## src/rtl/kmcc_pkg.sv

```systemverilog
`default_nettype none
package kmcc_pkg;
    localparam int MAX_CENTERS = 16;
    localparam int PIXEL_COUNT_LOG2 = 20;
    localparam int IDX_W = $clog2(MAX_CENTERS);
    localparam int K_W = $clog2(MAX_CENTERS + 1);
    localparam int SUM_W = PIXEL_COUNT_LOG2 + 8;
    localparam int CNT_W = PIXEL_COUNT_LOG2 + 1;
    localparam int DIST_W = 18;
    localparam logic [23:0] LFSR_MASK = 24'hE10000;

    localparam logic [1:0] FUNC_LOAD    = 2'd0;
    localparam logic [1:0] FUNC_CLASSIFY = 2'd1;
    localparam logic [1:0] FUNC_ENDGEN  = 2'd2;
    localparam logic [1:0] FUNC_RECOLOR = 2'd3;

    localparam logic [1:0] REG_ACTIVE = 2'd0;
    localparam logic [1:0] REG_LIMIT  = 2'd1;
    localparam logic [1:0] REG_SEED   = 2'd2;

    typedef struct packed {
        logic [1:0] func;
        logic [3:0] center_index;
        logic [7:0] pixel_red;
        logic [7:0] pixel_green;
        logic [7:0] pixel_blue;
    } t_in_item;

    typedef struct packed {
        logic [3:0] label;
        logic [7:0] center_red;
        logic [7:0] center_green;
        logic [7:0] center_blue;
        logic       converged;
    } t_out_item;

    // token that travels down the cell chain during classify
    typedef struct packed {
        logic              vld;
        logic [7:0]        r;
        logic [7:0]        g;
        logic [7:0]        b;
        logic [DIST_W:0]   best_d;
        logic [IDX_W-1:0]  best;
    } t_cls_tok;

    // control of one cell from the sequencer
    typedef struct packed {
        logic              load;
        logic [23:0]       load_rgb;
        logic              upd;
        logic [23:0]       upd_rgb;
        logic              clr;
        logic              add;
        logic [7:0]        add_r;
        logic [7:0]        add_g;
        logic [7:0]        add_b;
    } t_cell_ctl;

    typedef struct packed {
        logic [23:0]       rgb;
        logic [SUM_W-1:0]  rs;
        logic [SUM_W-1:0]  gs;
        logic [SUM_W-1:0]  bs;
        logic [CNT_W-1:0]  cnt;
    } t_cell_st;
endpackage
`default_nettype wire

```

## src/rtl/kmcc_div.sv

```systemverilog
`default_nettype none
module kmcc_div
    import kmcc_pkg::*;
(
    input  wire logic              i_clk,
    input  wire logic              i_rst_n,
    input  wire logic              i_start,
    input  wire logic [SUM_W-1:0]  i_num,
    input  wire logic [CNT_W-1:0]  i_den,
    output logic                   o_done,
    output logic [7:0]             o_quo
);
    // restoring divider, one quotient bit per cycle, saturated to 255
    localparam int STEPS = SUM_W;
    localparam int CW = $clog2(STEPS + 1);
    logic [SUM_W-1:0] r_num, r_q;
    logic [CNT_W:0] r_rem;
    logic [CNT_W-1:0] r_den;
    logic [CW-1:0] r_cnt;
    logic r_busy, r_done;
    logic [CNT_W:0] sh;

    assign sh = {r_rem[CNT_W-1:0], r_num[SUM_W-1]};

    always_ff @(posedge i_clk) begin
        if (!i_rst_n) begin
            r_busy <= 1'b0;
            r_done <= 1'b0;
            r_cnt <= '0;
        end else begin
            r_done <= 1'b0;
            if (i_start) begin
                r_busy <= 1'b1;
                r_num <= i_num;
                r_den <= i_den;
                r_rem <= '0;
                r_q <= '0;
                r_cnt <= CW'(STEPS);
            end else if (r_busy) begin
                r_num <= {r_num[SUM_W-2:0], 1'b0};
                if (sh >= {1'b0, r_den}) begin
                    r_rem <= sh - {1'b0, r_den};
                    r_q <= {r_q[SUM_W-2:0], 1'b1};
                end else begin
                    r_rem <= sh;
                    r_q <= {r_q[SUM_W-2:0], 1'b0};
                end
                r_cnt <= r_cnt - 1'b1;
                if (r_cnt == CW'(1)) begin
                    r_busy <= 1'b0;
                    r_done <= 1'b1;
                end
            end
        end
    end

    assign o_done = r_done;
    assign o_quo = (r_q > SUM_W'(255)) ? 8'd255 : r_q[7:0];
endmodule
`default_nettype wire

```

## config.mk

```make
export PLATFORM = sky130hd
export DESIGN_NAME = kmcc_div
export DESIGN_NICKNAME = d
export VERILOG_FILES = /design/src/rtl/kmcc_pkg.sv /design/src/rtl/kmcc_div.sv
export SDC_FILE = /design/constraint.sdc
export NUM_CORES = 1
export LEC_CHECK = 0
export ABC_AREA = 1
export BUFFER_PORTS_ARGS = -buffer_cell sky130_fd_sc_hd__clkbuf_2
export CAP_MARGIN = 25
export CORE_AREA = 2 2 98 100
export DETAILED_ROUTE_END_ITERATION = 12
export DIE_AREA = 0 0 100 102
export GPL_ROUTABILITY_DRIVEN = 0
export MAX_ROUTING_LAYER = met4
export PLACE_DENSITY = 0.85
export SETUP_SLACK_MARGIN = 0.1
export SYNTH_ARGS = -nofsm -noshare
export SYNTH_HDL_FRONTEND = slang
export SYNTH_SLANG_ARGS = --single-unit
```

## constraint.sdc

```tcl
create_clock -name i_clk -period 9.2 [get_ports i_clk]
set_clock_uncertainty 0.1 [all_clocks]
set_input_delay 0.46 -clock i_clk [delete_from_list [all_inputs] [get_ports i_clk]]
set_output_delay 0.46 -clock i_clk [all_outputs]
set_load 0.02 [all_outputs]
```

==> results of run 1 <==
## sequential cells by signal, summed over array words and instances, names as in the netlist
name	cells
r_num	28
r_den	21
r_rem	21
r_q	28
r_cnt	5
r_busy	1
o_done	1
## final cells by class
class,instances,area (um^2)
sequential,105,3080
fill,682,2740
multi-input combinational,433,2150
inverter,113,429
timing repair buffer,63,335
tap,111,139
clock buffer,9,124
clock inverter,7,108
## final timing paths
kind	from	to	slack, ns	cells past startpoint
min	i_den[20]	r_den[20]	0.15	1
max	r_q[26]	o_quo[0]	6.57	5
min reg2reg	r_cnt[4]	r_cnt[4]	0.39	2
max reg2reg	r_num[27]	r_rem[18]	6.60	16
## kinds of logic after synthesis
logic type / Yosys count
XOR/XNOR: 9
adder cells (fa/ha/maj): 24
buffers and inverters: 127
AO/OA/AOI/OAI: 41
AND/OR/NAND/NOR: 359
flip-flops: 105
## placed cells by master, fill, tap and decap left out, types with 2 or more instances in the layout
cell / Yosys / layout
nor2_1: 74 / 74
o21bai_1: 2 / 2
nor3_1: 6 / 6
nor2_2: 14 / 14
o21ai_1: 4 / 4
clkbuf_2: 1 / 60
a31oi_1: 2 / 2
clkinv_8: 0 / 2
nand3_1: 23 / 23
inv_2: 4 / 4
dfxtp_1: 7 / 7
inv_1: 107 / 107
edfxtp_1: 98 / 98
nand4_1: 9 / 9
clkbuf_8: 0 / 9
nand2_2: 7 / 7
clkinv_4: 0 / 2
nand2_1: 213 / 213
a21oi_1: 16 / 15
ha_1: 23 / 23
buf_4: 1 / 2
o21ai_0: 12 / 12
or2_2: 2 / 2
xor2_1: 8 / 8
nor4_1: 3 / 3
a21oi_2: 2 / 2
## worst register-to-register path, cell delays in order (launching register included)
cell and delay [ns]:
edfxtp_1 0.40, inv_1 0.07, ha_1 0.14, inv_1 0.08
fa_1 0.38, nand2_1 0.11, nand2_1 0.11, nand3_2 0.08
nand2_2 0.08, nand2_1 0.07, nand2_1 0.10, nand2_2 0.10
nand2_4 0.21, nand2_1 0.19, nand2_1 0.07, nand2_1 0.07
inv_1 0.04
## per-layer routing
metal	track usage [%]	up-vias
met4	11.1	0
met3	5.34	31
met2	41.0	161
met1	27.6	2001
met5	-	-
li1	-	2223
## power by group through the flow
stage | clock network (uW) | logic (uW) | registers [uW]
CTS | 322 | 241 | 581
floorplan | 0 | 191 | 589
finish | 319 | 243 | 581
global placement | 0 | 231 | 590
global route | 338 | 277 | 585
detailed placement | 0 | 239 | 592
## through the flow
stage / total power, uW / hold WS [ns] / area, um^2
final: 1140 / 0.146 / 6370
after global routing: 1200 / 0.127 / 6370
after CTS: 1140 / 0.134 / 6350
after detailed placement: 831 / 0.376 / 6120
after global placement: 820 / 0.367 / 6120
after floorplan: 780 / 0.349 / 5750
==> impl_metrics.tcl, run 1 <==
set metrics [dict create \
    critPathKind "flop to output pin" \
    synth_area_mm2 0.00575 \
    muxShareOfSynthArea_pct 0 \
    clkLatencyLatePin_ns 0.38 \
    powerDensity_mw_per_mm2 179 \
    vdd_drop_max_mv 0.123 \
    place_hpwl_um 7970 \
    synth_area_leaders "edfxtp_1 (51%), nand2_1 (14%), inv_1 (7.0%)" \
    dieArea_mm2 0.0102 \
    synth_most_common_cell "nand2_1" \
    rows 35 \
    synth-seq-area-share_pct 53.6 \
    cpMaxStageDelayCell "nor4_2" \
    routed-wl-met2_um 5520 \
    nets 801 \
    ctsHoldBuffers 0 \
    crit_chain "nor4_1, nand2_1, nor4_2, nand2_1, clkbuf_2" \
    cts_resized 0 \
    antenna_found_initial 0 \
    die_x_um 100 \
    grt_max_degree 67 \
    setup_violations 0 \
    relSlewSlack_pct 37.7 \
    antenna_left 0 \
    grt_use_total_pct 24.1 \
    synth-compound-area-share_pct 3.96 \
    root_buffer "clkbuf_8" \
    ys.flop_type "edfxtp_1" \
    grt_pass1_wl_um 18700 \
    synth_top_area_cell "edfxtp_1" \
    synth-xor-area-share_pct 1.37 \
    synth_top_family_by_area "simple AND/OR/NAND/NOR gates" \
    clockPowerShare_pct 27.9 \
    hp-class "input port to flop" \
    cts_buffer_depth 2 \
    syn-instance-count 665 \
    outcome "completed" \
    synthAdderAreaFrac_pct 5.35 \
    startpoint_type "flop" \
    die_h_um 102 \
    routedWlPerCell_um 13.3 \
    hold_viol_final 0 \
    postLayoutCoreUtil_pct 70.0 \
    dp_cells 824 \
    cp_max_fo 8 \
    swShare_pct 31.1 \
    drt-initial-drc-count 186 \
    place_ws_ns 5.88 \
    worstSetupEndpointType "output pin" \
    layout_setup_ws_ns 6.57 \
    h-tree-depth 3 \
    leakage_uw 0.00305 \
    synth-simple-area-share_pct 26.6 \
    p_int_uw 788 \
    cp_num_buf_inv 1 \
    p_seq_share_pct 50.8 \
    clkTransAtPathRegs_ns 0.11 \
    cts_tree "built" \
    synth_enable_flop_cells 98 \
    yosys_register_bits 105 \
    worstMarginPinSlew_ns 0.934 \
    drt-met1-wl_um 4710 \
    maxCapViolCount 0 \
    ios 61 \
    fmax_mhz 381 \
    grt-ovfl-total 0 \
    core_mm2 0.00911 \
    drt-total-wl_um 11200 \
    syn2layout_area_growth_pct 10.8 \
    cp.arrival_ns 2.07 \
    netlist_top_cells_count "nand2_1 (213), inv_1 (107), edfxtp_1 (98), nor2_1 (74)" \
    synth_top_area_share_pct 51.2 \
    fin_cells 841 \
    vias 4416 \
    synthDistinctLibCells 42 \
    slowest_delay_ns 0.50 \
    grt_pass1_vias 4290 \
    diodes 0 \
    highest_layer "met4" \
    slew_viol_final 0 \
    fin_crit_sh_pct 28.5 \
    syn_avg_cell_area_um2 8.65 \
    cts_buffers 9 \
    path_delay_family "simple AND/OR/NAND/NOR gates" \
    wl_met3_um 687 \
    start_util_pct 63.1 \
    drt_first_pass_iters 5 \
    drc 0 \
    grt_setup_unrepaired "false" \
    synth_fp_nets 741 \
    crit_required_ns 8.64 \
    post-cts-setup-buffers 0 \
    clkSinkCount 105 \
    fin_setup_tns_ns 0 \
    yosys_warnings 0 \
    power_switching_uw 356 \
    drive_above_1_share_pct 15.9 \
    routed_via_density 5.25 \
    post-route-min-period_ns 2.63 \
    ys_async_sr_fraction_pct 0 \
    combPwrFrac_pct 21.3 \
    cp_common_cell "nand2_1" \
    portBuffers 60 \
]
Note: power is estimated with default switching activity, not from simulation.
==> run 2, diff against run 1 <==
CORE_AREA = 2 2 108 110   (was 2 2 98 100)
DIE_AREA = 0 0 110 112   (was 0 0 100 102)
PLACE_DENSITY = 0.74   (was 0.85)
clock period = 2.3 ns   (was 9.2 ns; I/O delays follow)
==> run 2 against run 1 <==
Against the previous run: the flow now finishes with violations (setup timing); via count is 7.6% higher; design area is 16% higher; non-clock buffer count is 82 higher; sequential power grew to 4.0 times the previous value; total power grew to 4.4 times the previous value; critical path depth is 11 higher; core utilization is 3.6 points lower; global-route usage is 0.80 points lower; sequential share of layout area is 6.8 points lower; clock power grew to 4.7 times the previous value; highest routed layer unchanged.
==> impl_metrics.tcl, run 2 (synthesis results as in run 1) <==
set metrics [dict create \
    diodes 0 \
    startpoint_type "flop" \
    antenna_found_initial 0 \
    start_util_pct 51.5 \
    cp_max_fo 8 \
    r2r_start "r_num[27]" \
    grt_max_degree 59 \
    clkSinkCount 105 \
    violations "setup timing" \
    ios 61 \
    r2r-end "r_rem[19]" \
    crit_required_ns 2.32 \
    outcome "complete, but fails checks" \
    reg2regPathDepth 16 \
    layout_common_cells "nand2_1 (200), inv_1 (103), edfxtp_1 (98)" \
    drc 0 \
    grt_pass1_wl_um 21800 \
    clkLatencyLatePin_ns 0.35 \
    p_int_uw 3540 \
    cp.arrival_ns 2.37 \
    die_x_um 110 \
    place_ws_ns -0.0556 \
    portBuffers 60 \
    reg_top3 "r_num: 28 flops, r_q: 28 flops" \
    syn2layout_area_growth_pct 28.9 \
    swShare_pct 30.1 \
    leakage_uw 0.00348 \
    layout_setup_ws_ns -0.0535 \
    routed_via_density 4.96 \
    nets 886 \
    drt-total-wl_um 12900 \
    cts_tree "built" \
    antenna_left 0 \
    hold_viol_final 0 \
    min_to "r_busy" \
    grt_setup_unrepaired "true" \
    root_buffer "clkbuf_16" \
    place_hpwl_um 7970 \
    dieArea_mm2 0.0123 \
    relSlewSlack_pct 62.1 \
    worstMarginPinSlew_ns 0.568 \
    critPathKind "flop to flop" \
    holdPathStages 5 \
    power_switching_uw 1530 \
    maxCapViolCount 0 \
    p_seq_share_pct 45.9 \
    setup_violations 4 \
    grt_use_total_pct 23.3 \
    clkTransAtPathRegs_ns 0.07 \
    worstSetupEndpointType "flop" \
    vdd_drop_max_mv 0.528 \
    powerDensity_mw_per_mm2 684 \
    clockPowerShare_pct 29.5 \
    combPwrFrac_pct 24.6 \
    r2r_slack_ns -0.05 \
    grt_pass1_vias 4870 \
    drt-initial-drc-count 304 \
    drive_above_1_share_pct 21.8 \
    cts_buffers 9 \
    fin_cells 958 \
    fin_crit_sh_pct 102 \
    die_h_um 112 \
    h-tree-depth 3 \
    routedWlPerCell_um 13.5 \
    vias 4753 \
    cts_buffer_depth 2 \
    dp_cells 881 \
    core_mm2 0.0112 \
    hp-class "input port to flop" \
    slew_viol_final 0 \
    drt_first_pass_iters 5 \
    nFillCells 847 \
    rows 39 \
    layout.cells.most_common "nand2_1" \
    post-route-min-period_ns 2.35 \
    hold_start "i_start" \
    grt-ovfl-total 0 \
    fmax_mhz 425 \
]
-- run 2: worst max-delay path by stage --
stage                     slack [ns]  depth (start not counted)      start         to
after CTS                       0.08                         15  r_num[27]  r_rem[14]
after global placement        -0.007                         16  r_num[27]  r_rem[18]
final                          -0.05                         16  r_num[27]  r_rem[19]
after floorplan                 0.06                          2     r_busy   r_num[0]
after detailed placement       -0.06                         16  r_num[27]  r_rem[19]
after global routing           -0.18                         16  r_num[27]  r_rem[19]
-- run 2: area by class of cell --
cell class                 count  area (um^2)  area share [%]
clock buffer                   9          225            3.04
clock inverter                 7         60.1           0.810
inverter                     113          437            5.89
multi-input combinational    435         2320            31.3
sequential                   105         3080            41.6
tap                          143          179            2.41
timing repair buffer         145         1100            14.8
timing repair inverter         1         8.76           0.118
-- run 2: power by group through the flow --
stage	registers [uW]	logic, uW	clock network, uW
2_1_floorplan	2350	772	0
3_3_place_gp	2360	1020	0
3_5_place_dp	2360	1040	0
4_1_cts	2320	1150	1520
5_1_grt	2340	1400	1590
6_report	2330	1250	1490
-- run 2: worst max-delay path, stage by stage, from the launching register on --
cell and delay (ns):
edfxtp_1 0.39, inv_1 0.07, ha_2 0.16, inv_2 0.04, fa_2 0.37, nand2_2 0.11
nand2_4 0.06, nand3_2 0.06, nand2_2 0.07, nand2_2 0.09, nand2_4 0.08, nand2_8 0.12
nand2_8 0.12, nand2_4 0.11, nand2_2 0.05, nand2_1 0.06, inv_1 0.04
-- run 2: timing repair --
action,CTS,global route
endpoints found under the hold margin,52,0
setup endpoints to repair,22,22
gates cloned,2,1
resized for setup,12,31
hold buffers,50,0
pin swaps,2,13
setup buffers,3,5
-- run 2: stage by stage --
stage               hold slack [ns]  total power (uW)  instance area, um^2  setup TNS, ns  utilization (%)
floorplan                     0.114              3120                 5770              0                -
global placement              0.193              3380                 6380       -0.00663             57.1
detailed placement            0.194              3400                 6380         -0.379             57.1
CTS                           0.157              4990                 7250              0             64.9
global route                  0.189              5340                 7410          -2.57             66.3
finish                        0.160              5070                 7410         -0.122             66.3
-- run 2: per-layer routing --
metal / vias up / track usage [%] / share of wire (%)
met2: 127 / 38.4 / 51
met3: 27 / 4.80 / 4.3
li1: 2414 / - / -
met1: 2185 / 28.3 / 43
met5: - / - / 0
met4: 0 / 8.19 / 2.1
