**src/rtl/kmcc_pkg.sv**
```systemverilog
`default_nettype none
package kmcc_pkg;
    localparam int MAX_CENTERS = 16;
    localparam int PIXEL_COUNT_LOG2 = 20;
    localparam int IDX_W = $clog2(MAX_CENTERS);
    localparam int K_W = $clog2(MAX_CENTERS + 1);
    localparam int SUM_W = PIXEL_COUNT_LOG2 + 8;
    localparam int CNT_W = PIXEL_COUNT_LOG2 + 1;
    localparam int DIST_W = 18;
    localparam logic [23:0] LFSR_MASK = 24'hE10000;

    localparam logic [1:0] FUNC_LOAD    = 2'd0;
    localparam logic [1:0] FUNC_CLASSIFY = 2'd1;
    localparam logic [1:0] FUNC_ENDGEN  = 2'd2;
    localparam logic [1:0] FUNC_RECOLOR = 2'd3;

    localparam logic [1:0] REG_ACTIVE = 2'd0;
    localparam logic [1:0] REG_LIMIT  = 2'd1;
    localparam logic [1:0] REG_SEED   = 2'd2;

    typedef struct packed {
        logic [1:0] func;
        logic [3:0] center_index;
        logic [7:0] pixel_red;
        logic [7:0] pixel_green;
        logic [7:0] pixel_blue;
    } t_in_item;

    typedef struct packed {
        logic [3:0] label;
        logic [7:0] center_red;
        logic [7:0] center_green;
        logic [7:0] center_blue;
        logic       converged;
    } t_out_item;

    // token that travels down the cell chain during classify
    typedef struct packed {
        logic              vld;
        logic [7:0]        r;
        logic [7:0]        g;
        logic [7:0]        b;
        logic [DIST_W:0]   best_d;
        logic [IDX_W-1:0]  best;
    } t_cls_tok;

    // control of one cell from the sequencer
    typedef struct packed {
        logic              load;
        logic [23:0]       load_rgb;
        logic              upd;
        logic [23:0]       upd_rgb;
        logic              clr;
        logic              add;
        logic [7:0]        add_r;
        logic [7:0]        add_g;
        logic [7:0]        add_b;
    } t_cell_ctl;

    typedef struct packed {
        logic [23:0]       rgb;
        logic [SUM_W-1:0]  rs;
        logic [SUM_W-1:0]  gs;
        logic [SUM_W-1:0]  bs;
        logic [CNT_W-1:0]  cnt;
    } t_cell_st;
endpackage
`default_nettype wire

```
**src/rtl/kmcc_cell.sv**
```systemverilog
`default_nettype none
module kmcc_cell
    import kmcc_pkg::*;
(
    input  wire logic              i_clk,
    input  wire logic              i_rst_n,
    input  wire logic [IDX_W-1:0]  i_my_idx,
    input  wire logic              i_active,
    input  wire t_cls_tok          i_tok,
    output t_cls_tok               o_tok,
    input  wire t_cell_ctl         i_ctl,
    output t_cell_st               o_st
);
    logic [23:0] r_rgb;
    logic [SUM_W-1:0] r_rs, r_gs, r_bs;
    logic [CNT_W-1:0] r_cnt;
    t_cls_tok r_tok, n_tok;

    logic signed [8:0] dr, dg, db;
    logic signed [17:0] sq_r, sq_g, sq_b;
    logic [DIST_W:0] d;
    logic [SUM_W:0] sr, sg, sb;
    localparam logic [SUM_W-1:0] SUM_MAX = '1;

    always_comb begin
        dr = $signed({1'b0, r_rgb[23:16]}) - $signed({1'b0, i_tok.r});
        dg = $signed({1'b0, r_rgb[15:8]}) - $signed({1'b0, i_tok.g});
        db = $signed({1'b0, r_rgb[7:0]}) - $signed({1'b0, i_tok.b});
        sq_r = dr * dr;
        sq_g = dg * dg;
        sq_b = db * db;
        d = {1'b0, sq_r} + {1'b0, sq_g} + {1'b0, sq_b};
        sr = {1'b0, r_rs} + (SUM_W+1)'(i_ctl.add_r);
        sg = {1'b0, r_gs} + (SUM_W+1)'(i_ctl.add_g);
        sb = {1'b0, r_bs} + (SUM_W+1)'(i_ctl.add_b);
        n_tok = i_tok;
        if (i_tok.vld && i_active && d < i_tok.best_d) begin
            n_tok.best_d = d;
            n_tok.best = i_my_idx;
        end
    end

    always_ff @(posedge i_clk) begin
        if (!i_rst_n) begin
            r_rgb <= '0;
            r_rs <= '0;
            r_gs <= '0;
            r_bs <= '0;
            r_cnt <= '0;
            r_tok <= '0;
        end else begin
            r_tok <= n_tok;
            if (i_ctl.load) r_rgb <= i_ctl.load_rgb;
            else if (i_ctl.upd) r_rgb <= i_ctl.upd_rgb;
            if (i_ctl.clr) begin
                r_rs <= '0;
                r_gs <= '0;
                r_bs <= '0;
                r_cnt <= '0;
            end else if (i_ctl.add && r_cnt != '1) begin
                r_cnt <= r_cnt + 1'b1;
                r_rs <= sr[SUM_W] ? SUM_MAX : sr[SUM_W-1:0];
                r_gs <= sg[SUM_W] ? SUM_MAX : sg[SUM_W-1:0];
                r_bs <= sb[SUM_W] ? SUM_MAX : sb[SUM_W-1:0];
            end
        end
    end

    assign o_tok = r_tok;
    assign o_st = '{rgb: r_rgb, rs: r_rs, gs: r_gs, bs: r_bs, cnt: r_cnt};
endmodule
`default_nettype wire

```
**config.mk**
```make
export PLATFORM = sky130hd
export DESIGN_NAME = kmcc_cell
export DESIGN_NICKNAME = d
export VERILOG_FILES = /design/src/rtl/kmcc_pkg.sv /design/src/rtl/kmcc_cell.sv
export SDC_FILE = /design/constraint.sdc
export NUM_CORES = 1
export LEC_CHECK = 0
export BUFFER_PORTS_ARGS = -buffer_cell sky130_fd_sc_hd__buf_4
export CAP_MARGIN = 20
export CELL_PAD_IN_SITES_DETAIL_PLACEMENT = 2
export CELL_PAD_IN_SITES_GLOBAL_PLACEMENT = 2
export CORE_ASPECT_RATIO = 0.5
export CORE_MARGIN = 5
export CORE_UTILIZATION = 38
export DETAILED_ROUTE_END_ITERATION = 7
export HOLD_SLACK_MARGIN = 0.05
export PLACE_DENSITY_LB_ADDON = 0.1
export SLEW_MARGIN = 20
export SYNTH_ARGS = -nofsm -noshare
export SYNTH_HDL_FRONTEND = slang
export SYNTH_SLANG_ARGS = --single-unit
```
**constraint.sdc**
```tcl
create_clock -name i_clk -period 21.9 [get_ports i_clk]
set_input_delay 2.19 -clock i_clk [delete_from_list [all_inputs] [get_ports i_clk]]
set_output_delay 2.19 -clock i_clk [all_outputs]
set_load 0.02 [all_outputs]
```
==> results of run 1 <==
metrics by stage:
step           worst slack (ns)  instances  hold slack, ns  util (%)  cell area, µm²
2_1_floorplan             10.72       2156           0.549         -           18700
3_3_place_gp               9.67       3069           0.490      44.6           21700
3_5_place_dp               9.16       3069           0.497      44.6           21700
4_1_cts                    9.54       3101           0.512      45.8           22300
5_1_grt                    8.92       3106           0.545      45.8           22300
6_report                   9.51       3106           0.506      45.8           22300
logic make-up (layout without fill, tap and decap cells):
logic type / Yosys count / count (layout) / share of synthesized area [%]
and+or+nand+nor: 614 / 614 / 16.2
adders and majority gates: 403 / 403 / 34.7
buffers and inverters: 402 / 698 / 8.25
AOI/OAI and AO/OA: 368 / 368 / 12.6
DFF: 177 / 177 / 18.9
xor gates and xnor gates: 145 / 145 / 6.79
muxes: 47 / 47 / 2.53
other: 0 / 5 / 0
metal layers:
| layer | routed length, µm | share of wire (%) | GRT usage, % | vias to the layer above |
|---|---|---|---|---|
| met1 | 28300 | 44 | 29.5 | 8277 |
| met3 | 1200 | 1.9 | 2.45 | 67 |
| met4 | 1320 | 2.1 | 6.20 | 2 |
| met2 | 33300 | 52 | 43.3 | 162 |
| li1 | - | - | - | 7663 |
| met5 | 13 | 0.020 | 0 | - |
area by class of cell:
cell class              count  share of cell area [%]
multi-input cells        1577                    61.2
diodes                      5                  0.0561
inverters                 347                    5.84
flip-flops and latches    177                    15.9
clock buffers              18                    1.93
repair buffers            319                    10.7
clock inverters            14                   0.724
well taps                 649                    3.64
worst reg2reg max path, delay by kind of cell, from the launching register on:
kind            cells  cell delay, ns
fa+ha+maj          11            4.81
compound gates     14            3.12
buf+inv             9            1.23
simple gates        7            0.86
flops               1            0.36
mux                 1            0.33
xor+xnor            1            0.16
flip-flops by register name, summed over array words and instances (netlist names):
name   flops
o_tok     48
r_bs      28
r_cnt     21
r_gs      28
r_rgb     24
r_rs      28
worst max path at each step:
| stage | slack [ns] | to | start |
|---|---|---|---|
| finish | 9.51 | o_tok[13] | i_tok[24] |
| global route | 8.92 | o_tok[13] | i_tok[24] |
| CTS | 9.54 | o_tok[13] | i_tok[24] |
| detailed placement | 9.16 | o_tok[16] | i_tok[24] |
| global placement | 9.67 | o_tok[5] | i_tok[42] |
| floorplan | 10.72 | o_tok[4] | i_tok[23] |
placed cells by master (no fill, tap or decap), types with 6 or more instances in the layout:
master / count
o21ai_0: 89
nor3_1: 41
fa_1: 194
o211ai_1: 6
a211oi_1: 24
o21a_1: 20
mux2i_1: 45
buf_4: 319
nand3_1: 39
ha_1: 209
nor3b_1: 10
dfxtp_1: 177
nor2_1: 240
o31ai_1: 9
xor2_1: 58
a21oi_1: 124
xnor2_1: 87
clkbuf_16: 17
nand2b_1: 34
inv_1: 343
nor2b_1: 13
o21bai_1: 8
and3_1: 21
nand4_1: 20
or3_1: 8
a31oi_1: 8
and4_1: 10
nand2_1: 110
a21o_1: 27
and2_1: 26
or2_2: 9
==> results.py, run 1 <==
metrics = {
    "cells_and_area": {
        "multiInputGateArea_um2": 13600,
        "area.sequential_um2": 3540,
        "fin_nets": 2973,
        "n_fill_cell": 5497,
        "syn_to_final_growth_pct": 19.1,
        "drive_above_1_share_pct": 16.2,
    },
    "setup_path": {
        "critPathMaxStageDelay_ns": 0.71,
        "path_max_fanout": 30,
        "reg2reg_from": "r_rgb[0]",
        "critPathSlowestCell": "xor2_1",
        "worst_path_most_repeated_cell": "inv_1",
        "cp_num_buf_inv": 9,
        "cpLargestDelayFamily": "adder cells",
        "r2r_slack_ns": 10.92,
        "cp_num_cells": 45,
        "crit_arrival_ns": 12.71,
        "reg2reg_depth": 43,
        "required_ns": 22.22,
        "r2r_end": "o_tok[13]",
        "critical_path_class": "in -> reg",
        "worstSetupStartpointType": "input pin",
        "end_kind": "flip-flop",
    },
    "clock_tree": {
        "clock_path_buffers": 2,
        "clockRootBuffer": "clkbuf_16",
        "path_clk_slew_ns": 0.08,
        "cts_resized": 0,
        "ctsHoldBuffers": 0,
        "clock-sinks": 177,
        "cts_made_buffers": 17,
        "postCtsSetupBuffers": 0,
        "htreeDepth": 4,
        "clk_latency_ns": 0.46,
        "tritoncts": "yes",
    },
    "placed_design": {
        "place_congestion": 0.827,
        "dp_hpwl_mm": 53.1,
        "io_buffers": 307,
    },
    "floorplan": {
        "core_um2": 48600,
        "die-area_um2": 54000,
        "initial_core_util_pct": 38.5,
        "fp.dieW_um": 324,
        "die_h_um": 167,
        "rows": 57,
        "ios": 308,
    },
    "logic_synthesis": {
        "synth_edf_count": 0,
        "yosys-top-cells-area": "fa_1 (21%), dfxtp_1 (19%), ha_1 (14%)",
        "synthFlopType": "dfxtp_1",
        "syn_inst": 2156,
        "synth_area_um2": 18700,
        "ys_types": 83,
        "synth_area_per_cell_um2": 8.68,
        "synth_top_cell_by_area": "fa_1",
        "synth_top_cells_by_count": "inv_1 (343), nor2_1 (241), ha_1 (209)",
        "yosys_warnings": 0,
        "synth_seq_cells": 177,
        "synth_top_area_share_pct": 20.8,
        "synth_nets": 2690,
        "synth.most_common_cell": "inv_1",
        "async_flop_share_pct": 0,
        "ys_seq_area_share_pct": 18.9,
    },
    "timing": {
        "period_minus_slack_ns": 12.39,
        "max_freq_mhz": 80.7,
        "tightest_slew_ns": 0.951,
        "setup_viol": 0,
        "slew_violations": 0,
        "hold_viol_final": 0,
        "skew_ns": 0.0169,
        "period_share_pct": 56.6,
        "fin_tns_setup_ns": 0,
        "slew-limit-headroom_pct": 36.4,
        "rsz0062_at_grt": "no",
    },
    "drt": {
        "drtIter0Drc": 534,
        "ant_nets": 0,
        "dr_total_vias": 16171,
        "drt-vias-per-instance": 5.21,
        "drcViolationCount": 0,
        "first_pass_iters": 5,
        "wl_per_cell_um": 20.7,
        "finalWirelength_mm": 64.1,
    },
    "min_path": {
        "holdPathEnd": "r_bs[22]",
        "min_from": "r_bs[22]",
        "whs_path_depth": 1,
        "holdCritPathClass": "reg -> reg",
    },
    "global_route": {
        "grt_pass1_vias": 18095,
        "antenna_found_initial": 6,
        "grt_pass1_wl_mm": 101,
        "grt_overflow_total": 0,
        "grt_max_degree": 83,
        "grt_usage_pct": 23.6,
    },
    "flow_run": {
        "drv_cap": 0,
    },
    "status": {
        "status": "finished clean",
    },
}
Power of run 1 is left out: the tool's default activity adds up to more than one toggle a clock period on the data nets, which glitch-free logic cannot reach.
==> run 2, diff against run 1 <==
--- a/config.mk
+++ b/config.mk
@@ -11,7 +11,7 @@
 export CELL_PAD_IN_SITES_GLOBAL_PLACEMENT = 2
 export CORE_ASPECT_RATIO = 0.5
 export CORE_MARGIN = 5
-export CORE_UTILIZATION = 38
+export CORE_UTILIZATION = 32
 export DETAILED_ROUTE_END_ITERATION = 7
 export HOLD_SLACK_MARGIN = 0.05
 export PLACE_DENSITY_LB_ADDON = 0.1
==> constraint.sdc (replaced) <==
create_clock -name i_clk -period 11.1 [get_ports i_clk]
set_input_delay 1.11 -clock i_clk [delete_from_list [all_inputs] [get_ports i_clk]]
set_output_delay 1.11 -clock i_clk [all_outputs]
set_load 0.02 [all_outputs]
==> results.py, run 2 (same netlist as run 1, synthesis figures left out) <==
metrics = {
    "status": {
        "status": "finished clean",
    },
    "cells_and_area": {
        "most-common-layout-cells": "buf_4 (349), inv_1 (343), nor2_1 (240), ha_1 (209), fa_1 (194)",
        "fin_nets": 3005,
        "layout_commonest_cell": "buf_4",
        "antenna_cells": 0,
        "largest_register_ff_count": 48,
        "syn_to_final_growth_pct": 21.5,
        "n_fill_cell": 6535,
        "drive_above_1_share_pct": 17.5,
    },
    "timing": {
        "rsz0062_at_grt": "no",
        "skew_ns": 0.0178,
        "period_share_pct": 93.3,
        "whs_ns": 0.511,
        "setup_viol": 0,
        "tightest_slew_ns": 1.02,
        "slew-limit-headroom_pct": 31.5,
        "max_freq_mhz": 96.5,
        "hold_viol_final": 0,
        "slew_violations": 0,
        "period_minus_slack_ns": 10.36,
    },
    "floorplan": {
        "rows": 62,
        "initial_core_util_pct": 32.5,
        "fp.dieW_um": 352,
        "ios": 308,
        "die_h_um": 181,
        "core_um2": 57600,
        "die-area_um2": 63700,
    },
    "global_route": {
        "grt_usage_pct": 19.4,
        "grt_pass1_vias": 17820,
        "grt_max_degree": 83,
        "grt_overflow_total": 0,
        "grt_pass1_wl_mm": 98.7,
        "antenna_found_initial": 2,
    },
    "setup_path": {
        "r2r_end": "o_tok[4]",
        "critPathLaunch": "i_tok[39]",
        "required_ns": 11.50,
        "worstSetupStartpointType": "input pin",
        "crit_arrival_ns": 10.75,
        "end_kind": "flip-flop",
        "critPathMaxStageDelay_ns": 0.56,
        "r2r_slack_ns": 1.04,
        "critPathSlowestCell": "fa_1",
        "path_max_fanout": 5,
        "worst_path_most_repeated_cell": "inv_1",
        "critical_path_class": "in -> reg",
        "reg2reg_from": "r_rgb[16]",
        "reg2reg_depth": 42,
    },
    "clock_tree": {
        "clock-sinks": 177,
        "path_clk_slew_ns": 0.08,
        "htreeDepth": 4,
        "tritoncts": "yes",
        "clockRootBuffer": "clkbuf_16",
        "clock_path_buffers": 2,
        "clk_latency_ns": 0.48,
        "cts_made_buffers": 17,
    },
    "flow_run": {
        "drv_cap": 0,
    },
    "min_path": {
        "min_from": "r_gs[26]",
        "holdCritPathClass": "reg -> reg",
        "holdPathEnd": "r_gs[26]",
        "whs_path_depth": 2,
    },
    "drt": {
        "dr_total_vias": 16084,
        "drtIter0Drc": 432,
        "drt-vias-per-instance": 4.95,
        "finalWirelength_mm": 62.3,
        "first_pass_iters": 6,
        "drcViolationCount": 0,
        "wl_per_cell_um": 19.2,
        "ant_nets": 0,
    },
    "placed_design": {
        "io_buffers": 307,
        "dp_hpwl_mm": 52.2,
        "place_congestion": 0.801,
    },
}
## run 2: cell count changes in the layout (fill, tap and decap cells not counted), sizes merged
cell / delta
bufinv: +2
buf: +32
inv: -3
diode: -5
clkinv: +1
## run 2: routing by layer
metal  track usage (%)  wire [µm]
met5                 0          9
met4              4.35       1060
met3              2.58       1340
met2              35.6      31900
met1              24.2      28000
## run 2: final cells by class
type | count | area [µm²] | area share, %
multi-input combinational | 1577 | 13600 | 60.1
clock buffer | 18 | 439 | 1.93
inverter | 347 | 1300 | 5.73
timing repair buffer | 351 | 2640 | 11.6
tap | 768 | 961 | 4.23
clock inverter | 14 | 188 | 0.826
sequential | 177 | 3540 | 15.6
## run 2: worst max path at each step
stage	to	slack [ns]
global placement	o_tok[2]	0.42
global route	o_tok[8]	0.01
detailed placement	o_tok[11]	-0.07
CTS	o_tok[11]	0.41
finish	o_tok[4]	0.74
floorplan	o_tok[4]	1.00
## run 2: stage by stage
| stage | setup slack, ns | utilization, % | instance area (µm²) | cells | setup TNS [ns] |
|---|---|---|---|---|---|
| after floorplan | 1.00 | - | 18700 | 2156 | 0 |
| after global placement | 0.417 | 38.3 | 22100 | 3219 | 0 |
| after CTS | 0.407 | 39.4 | 22700 | 3251 | 0 |
| after global routing | 0.0119 | 39.4 | 22700 | 3252 | 0 |
| final | 0.741 | 39.4 | 22700 | 3252 | 0 |
| after detailed placement | -0.0696 | 38.3 | 22100 | 3219 | -0.530 |
## run 2: worst max-delay path, delay by kind of cell
kind	cells	cell delay [ns]
xor+xnor	3	0.61
simple gates	9	1.38
buf+inv	10	0.84
compound gates	9	2.26
fa+ha+maj	11	4.54
## run 2: timing repair
item,CTS,global route
gates resized for setup,0,8
setup endpoints to repair,0,22
setup buffers,0,1
hold buffers,0,0
Power of run 2 is left out for the same reason.
==> run 3, diff against run 2 <==
--- a/config.mk
+++ b/config.mk
@@ -15,6 +15,7 @@
 export DETAILED_ROUTE_END_ITERATION = 7
 export HOLD_SLACK_MARGIN = 0.05
 export PLACE_DENSITY_LB_ADDON = 0.1
+export RECOVER_POWER = 100
 export SLEW_MARGIN = 20
 export SYNTH_ARGS = -nofsm -noshare
 export SYNTH_HDL_FRONTEND = slang
==> results.py, run 3 (same netlist as run 1, synthesis figures left out) <==
metrics = {
    "global_route": {
        "grt_max_degree": 83,
        "grt_pass1_vias": 17820,
        "grt_usage_pct": 19.4,
        "grt_pass1_wl_mm": 98.7,
        "antenna_found_initial": 2,
        "grt_overflow_total": 0,
    },
    "timing": {
        "slew_violations": 83,
        "tightest_slew_ns": 3.78,
        "max_freq_mhz": 96.5,
        "hold_viol_final": 0,
        "skew_ns": 0.0179,
        "timing.final.ws_setup_ns": 0.733,
        "rsz0062_at_grt": "no",
        "period_minus_slack_ns": 10.37,
        "setup_viol": 0,
        "period_share_pct": 93.4,
        "slew-limit-headroom_pct": -152,
    },
    "drt": {
        "drt-vias-per-instance": 4.95,
        "first_pass_iters": 4,
        "drtIter0Drc": 419,
        "ant_nets": 0,
        "finalWirelength_mm": 62.4,
        "wl_per_cell_um": 19.2,
        "drcViolationCount": 0,
        "dr_total_vias": 16087,
    },
    "floorplan": {
        "die-area_um2": 63700,
        "ios": 308,
        "die_h_um": 181,
        "fp.dieW_um": 352,
        "initial_core_util_pct": 32.5,
        "rows": 62,
        "core_um2": 57600,
    },
    "setup_path": {
        "crit_arrival_ns": 10.76,
        "path_max_fanout": 5,
        "worst_path_most_repeated_cell": "inv_1",
        "worstSetupStartpointType": "input pin",
        "end_kind": "flip-flop",
        "critPathMaxStageDelay_ns": 0.56,
        "critPathSlowestCell": "fa_1",
        "required_ns": 11.50,
        "critical_path_class": "in -> reg",
    },
    "flow_run": {
        "drv_cap": 1,
    },
    "clock_tree": {
        "clock_path_buffers": 2,
        "htreeDepth": 4,
        "ctsHoldBuffers": 0,
        "tritoncts": "yes",
        "path_clk_slew_ns": 0.08,
        "cts_made_buffers": 17,
        "clockRootBuffer": "clkbuf_16",
        "clock-sinks": 177,
        "clk_latency_ns": 0.48,
    },
    "cells_and_area": {
        "layout_commonest_cell": "inv_1",
        "syn_to_final_growth_pct": 17.7,
        "most-common-layout-cells": "inv_1 (344), nor2_1 (240), ha_1 (209), fa_1 (194), clkbuf_1 (179)",
        "drive_above_1_share_pct": 10.0,
        "antenna_cells": 0,
        "fin_nets": 3005,
        "largest_register_ff_count": 48,
    },
    "placed_design": {
        "io_buffers": 307,
        "place_congestion": 0.801,
        "dp_hpwl_mm": 52.2,
        "place_worst_setup_slack_ns": -0.0696,
    },
    "min_path": {
        "holdCritPathClass": "reg -> reg",
    },
    "status": {
        "violations": "capacitance limit, slew limit",
        "status": "finished with violations",
    },
}
[run 3: worst paths after layout]
path | startpoint | endpoint | slack (ns) | cells past startpoint
worst max register to register | r_rgb[8] | o_tok[4] | 1.02 | 43
worst min-delay path | r_gs[26] | r_gs[26] | 0.51 | 2
worst min register to register | r_gs[26] | r_gs[26] | 0.51 | 2
worst max-delay path | i_tok[39] | o_tok[4] | 0.73 | 42
[run 3: area by class of cell]
| class | count | area (µm²) |
|---|---|---|
| fill | 6654 | 35600 |
| multi-input combinational | 1577 | 13600 |
| sequential | 177 | 3540 |
| timing repair buffer | 351 | 1970 |
| inverter | 347 | 1300 |
| tap | 768 | 961 |
| clock buffer | 18 | 439 |
| clock inverter | 14 | 188 |
[run 3: worst max-delay path: cells and delay by family]
kind / cells / cell delay (ns)
adders and majority gates: 11 / 4.53
AOI/OAI and AO/OA: 9 / 2.29
and+or+nand+nor: 9 / 1.41
buffers and inverters: 10 / 0.84
xor gates and xnor gates: 3 / 0.60
[run 3: per-stage QoR]
stage	utilization (%)	setup TNS [ns]	hold slack, ns	instances	instance area, µm²
floorplan	-	0	0.549	2156	18700
global placement	38.3	0	0.489	3219	22100
detailed placement	38.3	-0.530	0.498	3219	22100
CTS	39.4	0	0.509	3251	22700
global route	38.2	0	0.544	3252	22000
finish	38.2	0	0.506	3252	22000
[run 3: metal layers]
| layer | global-route usage, % | up-vias | routed length, µm | part of all wire (%) |
|---|---|---|---|---|
| li1 | - | 7723 | - | - |
| met1 | 24.2 | 8174 | 28100 | 45 |
| met2 | 35.6 | 136 | 31900 | 51 |
| met3 | 2.58 | 52 | 1310 | 2.1 |
| met4 | 4.35 | 2 | 1070 | 1.7 |
| met5 | 0 | - | 9 | 0.014 |
[run 3: repair_timing]
item	in CTS	in global routing
resized for setup	0	8
buffers inserted	0	1
endpoints found under the setup margin	0	22
Power of run 3 is left out for the same reason.
